[src/hw/rtl/lgss_pkg.sv]
// Package for the linear gradient span shader: shared constants, codes,
// controller state type and the command/status structs. No dependencies.
`timescale 1ns / 1ps
package lgss_pkg;

  localparam int MAX_STOPS_DEF = 8;
  localparam int MAX_SPAN_DEF  = 64;
  localparam int FRAC_BITS_DEF = 24;

  localparam int CFG_W   = 48;  // widest configuration register
  localparam int CFG_IW  = 3;   // configuration index width
  localparam int ACC_W   = 64;  // gradient parameter accumulator
  localparam int HALF_W  = 24;  // coefficient split for the start multiply
  localparam int CH_W    = 16;  // Q1.15 channel
  localparam int POS_W   = 12;
  localparam int LEN_W   = 7;
  localparam int IDX_W   = 3;
  localparam int IN_DATA_W = 104;
  localparam logic [CH_W-1:0] CH_ONE = 16'd32768;

  typedef enum logic [CFG_IW-1:0] {
    CFG_STEP_X,
    CFG_STEP_Y,
    CFG_OFFSET,
    CFG_STOP_COUNT,
    CFG_TILE_MODE
  } cfg_idx_e;

  typedef enum logic [1:0] {
    TILE_CLAMP,
    TILE_REPEAT,
    TILE_MIRROR
  } tile_mode_e;

  typedef enum logic {
    OP_LOAD,
    OP_SHADE
  } opcode_e;

  typedef enum logic [1:0] {
    MUL_X_LO,
    MUL_X_HI,
    MUL_Y_LO,
    MUL_Y_HI
  } mul_step_e;

  typedef enum logic [2:0] {
    ST_IDLE,
    ST_MUL,
    ST_INIT,
    ST_TILE,
    ST_READ,
    ST_MIX,
    ST_PREM,
    ST_PACK
  } ctrl_state_e;

  typedef struct packed {
    logic      wr_stop;
    logic      start;
    logic      mul;
    mul_step_e step;
    logic      init;
    logic      tile;
    logic      read;
    logic      mix;
    logic      prem;
    logic      pack;
    logic      last;
  } lgss_cmd_t;

  typedef struct packed {
    logic out_free;
  } lgss_sts_t;

endpackage

[src/hw/rtl/lgss_ctrl.sv]
// Controller state machine of the gradient span shader.
// Depends on lgss_pkg; drives the datapath through lgss_cmd_t.
`timescale 1ns / 1ps
module lgss_ctrl import lgss_pkg::*; #(
  parameter int MAX_SPAN = MAX_SPAN_DEF
) (
  input  logic             clk_i,
  input  logic             rst_ni,
  input  logic             in_valid_i,
  output logic             in_ready_o,
  input  opcode_e          opcode_i,
  input  logic [LEN_W-1:0] span_length_i,
  input  lgss_sts_t        sts_i,
  output lgss_cmd_t        cmd_o
);
  localparam int CW = $clog2(MAX_SPAN + 1);

  ctrl_state_e state_q, state_d;
  mul_step_e   step_q, step_d;
  logic [CW-1:0] cnt_q, cnt_d;
  logic [CW-1:0] len_clamped;
  logic          accept;

  assign in_ready_o = (state_q == ST_IDLE);
  assign accept     = in_valid_i && in_ready_o;

  always_comb begin
    if ({1'b0, span_length_i} > (LEN_W + 1)'(MAX_SPAN)) begin
      len_clamped = CW'(MAX_SPAN);
    end else begin
      len_clamped = CW'(span_length_i);
    end
  end

  // Next state.
  always_comb begin
    state_d = state_q;
    step_d  = step_q;
    cnt_d   = cnt_q;
    unique case (state_q)
      ST_IDLE: begin
        if (accept && opcode_i == OP_SHADE && len_clamped != '0) begin
          state_d = ST_MUL;
          step_d  = MUL_X_LO;
          cnt_d   = len_clamped;
        end
      end
      ST_MUL: begin
        if (step_q == MUL_Y_HI) begin
          state_d = ST_INIT;
        end else begin
          step_d = mul_step_e'(step_q + 2'd1);
        end
      end
      ST_INIT: state_d = ST_TILE;
      ST_TILE: state_d = ST_READ;
      ST_READ: state_d = ST_MIX;
      ST_MIX:  state_d = ST_PREM;
      ST_PREM: state_d = ST_PACK;
      ST_PACK: begin
        if (sts_i.out_free) begin
          cnt_d   = cnt_q - CW'(1);
          state_d = (cnt_q == CW'(1)) ? ST_IDLE : ST_TILE;
        end
      end
      default: state_d = ST_IDLE;
    endcase
  end

  // Outputs.
  always_comb begin
    cmd_o         = '0;
    cmd_o.step    = step_q;
    cmd_o.wr_stop = accept && opcode_i == OP_LOAD;
    cmd_o.start   = accept && opcode_i == OP_SHADE;
    cmd_o.mul     = (state_q == ST_MUL);
    cmd_o.init    = (state_q == ST_INIT);
    cmd_o.tile    = (state_q == ST_TILE);
    cmd_o.read    = (state_q == ST_READ);
    cmd_o.mix     = (state_q == ST_MIX);
    cmd_o.prem    = (state_q == ST_PREM);
    cmd_o.pack    = (state_q == ST_PACK) && sts_i.out_free;
    cmd_o.last    = (cnt_q == CW'(1));
  end

  always_ff @(posedge clk_i or negedge rst_ni) begin
    if (!rst_ni) begin
      state_q <= ST_IDLE;
      step_q  <= MUL_X_LO;
      cnt_q   <= '0;
    end else begin
      state_q <= state_d;
      step_q  <= step_d;
      cnt_q   <= cnt_d;
    end
  end

`ifndef ASSERT_OFF
  a_pack_free: assert property (@(posedge clk_i) disable iff (!rst_ni)
    cmd_o.pack |-> sts_i.out_free) else $error("pack while output full");
  a_span_end: assert property (@(posedge clk_i) disable iff (!rst_ni)
    (state_q == ST_PACK && cnt_q == CW'(1) && sts_i.out_free) |=> state_q == ST_IDLE)
    else $error("span did not end after last pixel");
  a_span_start: assert property (@(posedge clk_i) disable iff (!rst_ni)
    (accept && opcode_i == OP_SHADE && len_clamped != '0)
      |=> (state_q == ST_MUL && step_q == MUL_X_LO)) else $error("span start lost");
  a_cnt_live: assert property (@(posedge clk_i) disable iff (!rst_ni)
    (state_q != ST_IDLE && state_q != ST_MUL && state_q != ST_INIT) |-> cnt_q != '0)
    else $error("pixel work with empty count");
`endif

endmodule

[config.mk]
export PLATFORM = sky130hd
export DESIGN_NAME = lgss_ctrl
export DESIGN_NICKNAME = d
export VERILOG_FILES = /design/src/hw/rtl/lgss_pkg.sv /design/src/hw/rtl/lgss_ctrl.sv
export SDC_FILE = /design/constraint.sdc
export NUM_CORES = 1
export LEC_CHECK = 0
export BUFFER_PORTS_ARGS = -buffer_cell sky130_fd_sc_hd__buf_4
export CAP_MARGIN = 10
export CORE_MARGIN = 10
export CORE_UTILIZATION = 45
export DETAILED_ROUTE_END_ITERATION = 6
export GPL_ROUTABILITY_DRIVEN = 0
export HOLD_SLACK_MARGIN = 0.02
export PLACE_DENSITY_LB_ADDON = 0.15
export REMOVE_ABC_BUFFERS = 1
export SYNTH_ARGS = -nofsm -noshare
export SYNTH_HDL_FRONTEND = slang
export SYNTH_SLANG_ARGS = --single-unit
[constraint.sdc]
create_clock -name clk_i -period 2.34 [get_ports clk_i]
set_input_delay 0.234 -clock clk_i [delete_from_list [all_inputs] [get_ports clk_i]]
set_output_delay 0.234 -clock clk_i [all_outputs]
set_load 0.05 [all_outputs]
==> results by group <==
Run status
  • Outcome: finished, final reports clean

Layout
  • ANT cells: 0
  • Nets: 138
  • Area growth, synth to finish: 28.0%
  • Fin cells: 146
  • Fraction of layout cells with a size suffix above 1: 29.8%
  • Fillers: 162

Clock tree
  • CTS sink cnt: 12
  • CTS tree: done
  • PostCTS Resize Cnt: 0
  • Clock Latency Late Sink: 280 ps
  • Inserted Clock Buffers: 3
  • Longest Clk Path Bufs: 2
  • Clock transition at the registers of the reported paths: 80 ps
  • Root Buffer: clkbuf_4
  • H-tree Lvls: 1

Timing
  • Post-layout min period: 2170 ps
  • Count of final setup violators: 0
  • Setup TNS: 0 ps
  • Max Clk Rate: 0.460 GHz
  • Worst Hold Slack: 233 ps
  • Relative slew slack: 64.5%
  • Final Skew: 6.30 ps
  • Worst setup slack after layout: 167 ps
  • Fin crit share: 92.8%
  • Fin. Hold Viols: 0
  • Slew @ Worst Pin: 527 ps
  • RSZ-0062 raised after global routing: no
  • Final Slew Violations: 0

Synth
  • Mapped Area: 840 sq um
  • Commonest cells post-synth: dfrtp_1, nor2_1, a21oi_1
  • Post-synth top area share: 35.8%
  • Main synth FF type: dfrtp_1
  • Sequential-to-total area share from yosys stat: 35.8%
  • Count leader, synth: dfrtp_1
  • Post-synth cell types: 35
  • EDFF count, synth: 0
  • Post-synthesis area per instance: 8.75 sq um
  • Mapped Cells: 96
  • #FFs+latches synth: 12
  • Asr flop ratio synth: 100%
  • Most area-hungry cell type in the Yosys netlist: dfrtp_1
  • Synthesis Warnings: 0
  • Synth area leaders: dfrtp_1, a21oi_1, ha_1

Worst hold path
  • Hold Path End: cnt_q[0]$_DFFE_PN0P_
  • Hold WC Path Type: primary input to flop
  • Hold wc startpoint: span_length_i[0]
  • Worst hold stages: 3

Floorplanning
  • Die width: 63.2 um
  • Row count: 15
  • Core ar.: 0.00175 sq mm
  • Initial core utilization: 48.1%
  • IO Pins: 25
  • DIE HEIGHT: 63.2 um
  • DIE AREA: 0.00399 sq mm

Drt
  • Iter 0 DRT Violations: 19
  • First-pass iteration count of the detailed router: 4
  • DRC Markers: 0
  • Wire length per cell: 16.0 um
  • Vias per cell: 5.84
  • Routed Wire Length: 2340 um
  • Vias: 853
  • Final ANT Viol Nets: 0

Pwr
  • Sequential share of power: 29.9%
  • Pwr dens: 1390 mW/mm^2
  • Tot Pwr: 0.00150 W
  • Comb power frac: 61.0%
  • Switching Fraction: 52.7%
  • VDD IR-drop max: 0.000779 V
  • P_sw: 0.000790 W
  • Lkg Pwr: 0.501 nW
  • Clk pwr share: 9.2%
  • P_int: 0.000708 W

GRT
  • Met3 global-route usage: 2.65%
  • Global route overflow: 0
  • M1 GR Usage: 14.8%
  • First-pass GRT wire length: 3770 um
  • Total global-route track usage: 11.6%
  • Vias in the first global route: 782
  • Largest net degree at the start of global routing: 15
  • Initial antenna violation count: 0
  • M2 GR Usage: 17.6%
  • Most Crowded Layer GR: met2

Setup path
  • CP delay by family, top: simple AND/OR/NAND/NOR gates
  • Worst-path maximum fanout: 14
  • Arrival time at the worst endpoint: 1940 ps
  • RR Endpoint: cnt_q[1]$_DFFE_PN0P_
  • Crit-path slowest cell: dfrtp_1
  • RR Startpoint: state_q[0]$_DFFE_PN0P_
  • Worst R2R Setup Slack: 350 ps
  • Crit path required time: 2110 ps
  • Slowest cell delay on critical path: 560 ps
  • CP Cell Sequence: and3_1 > nand2_1 > inv_1 > buf_4
  • CP endpoint kind: output port
  • Worst R2R Path Depth: 4
  • Buf/Inv on CP: 2
  • Kind of critical path: flop to output port
  • Crit path launch type: flop

Placed design
  • Port buffer count: 24
  • Placed Instances: 142
  • Post-DP HPWL: 1800 um
  • Pre-CTS setup slack: 352 ps

Flow run
  • Max cap viols: 0
-- per-layer routing --
layer | share of wire (%) | vias to the layer above
met5 | 0 | -
met4 | 2.5 | 0
met3 | 5.1 | 6
met2 | 46 | 34
met1 | 46 | 399
li1 | - | 414
-- how the worst max path moves through the flow --
stage / startpoint / end / slack [ps] / cells past startpoint
3_5_place_dp: state_q[0]$_DFFE_PN0P_ / cnt_q[1]$_DFFE_PN0P_ / 350 / 4
2_1_floorplan: state_q[0]$_DFFE_PN0P_ / cmd_o[10] / 380 / 2
3_3_place_gp: state_q[0]$_DFFE_PN0P_ / cnt_q[1]$_DFFE_PN0P_ / 390 / 4
4_1_cts: state_q[0]$_DFFE_PN0P_ / cmd_o[1] / 200 / 4
5_1_grt: state_q[0]$_DFFE_PN0P_ / cmd_o[1] / 60 / 4
6_report: state_q[0]$_DFFE_PN0P_ / cmd_o[1] / 170 / 4
-- worst reg2reg max path, stage by stage, from the launching register on --
cell     delay [ps]
dfrtp_1         510
or4b_4          620
a211o_4         340
nand2_4         100
mux2_1          310
-- power groups by stage --
stage          Clock [W]  Combinational, W  Sequential (W)
6_report        0.000137          0.000913        0.000447
5_1_grt         0.000152          0.000986        0.000469
4_1_cts         0.000138          0.000913        0.000444
3_5_place_dp           0          0.000908        0.000449
3_3_place_gp           0          0.000898        0.000441
2_1_floorplan          0          0.000598        0.000492
-- final cells by class --
| class | count | area [sq um] | area share (%) |
|---|---|---|---|
| clock buffer | 3 | 22.5 | 2.10 |
| timing repair buffer | 26 | 198 | 18.4 |
| sequential | 12 | 300 | 27.9 |
| multi-input combinational | 73 | 497 | 46.2 |
| inverter | 7 | 26.3 | 2.44 |
| tap | 25 | 31.3 | 2.91 |
-- sequential cells by signal, indices dropped and copies added, names as in the netlist --
name and flops:
state_q 3, step_q 2, cnt_q 7
-- through the flow --
stage / area, sq um / util (%)
finish: 1070 / 61.6
global route: 1070 / 61.6
CTS: 1070 / 61.6
detailed placement: 1040 / 59.7
global placement: 1040 / 59.7
floorplan: 823 / -
-- cell usage in the layout, fill, tap and decap left out, types with 2 or more instances in the layout --
| master | count |
|---|---|
| a21oi_1 | 9 |
| a22oi_1 | 2 |
| a2bb2oi_2 | 2 |
| a31oi_1 | 4 |
| and3_1 | 3 |
| and3b_1 | 2 |
| buf_4 | 25 |
| clkbuf_4 | 3 |
| dfrtp_1 | 12 |
| ha_1 | 3 |
| inv_1 | 7 |
| nand2_1 | 3 |
| nand3_1 | 4 |
| nor2_1 | 10 |
| nor3_1 | 4 |
| nor3b_1 | 2 |
| o211ai_1 | 2 |
| o21ai_0 | 4 |
| o22ai_1 | 2 |
| o2bb2ai_1 | 2 |
-- timing repair --
item                                    in CTS  in global routing
hold buffers                                 1                  0
setup buffers                                0                  0
endpoints found under the setup margin       0                  0
hold endpoints to repair                    12                  0
-- cells by family after synthesis --
kind of cell,synth area share [%]
AO/OA/AOI/OAI,28.9
buffers and inverters,5.07
adder cells (fa/ha/maj),4.47
flip-flops,35.8
multiplexers,1.34
AND/OR/NAND/NOR,24.4
No activity file was read; power rests on OpenSTA's default activity.
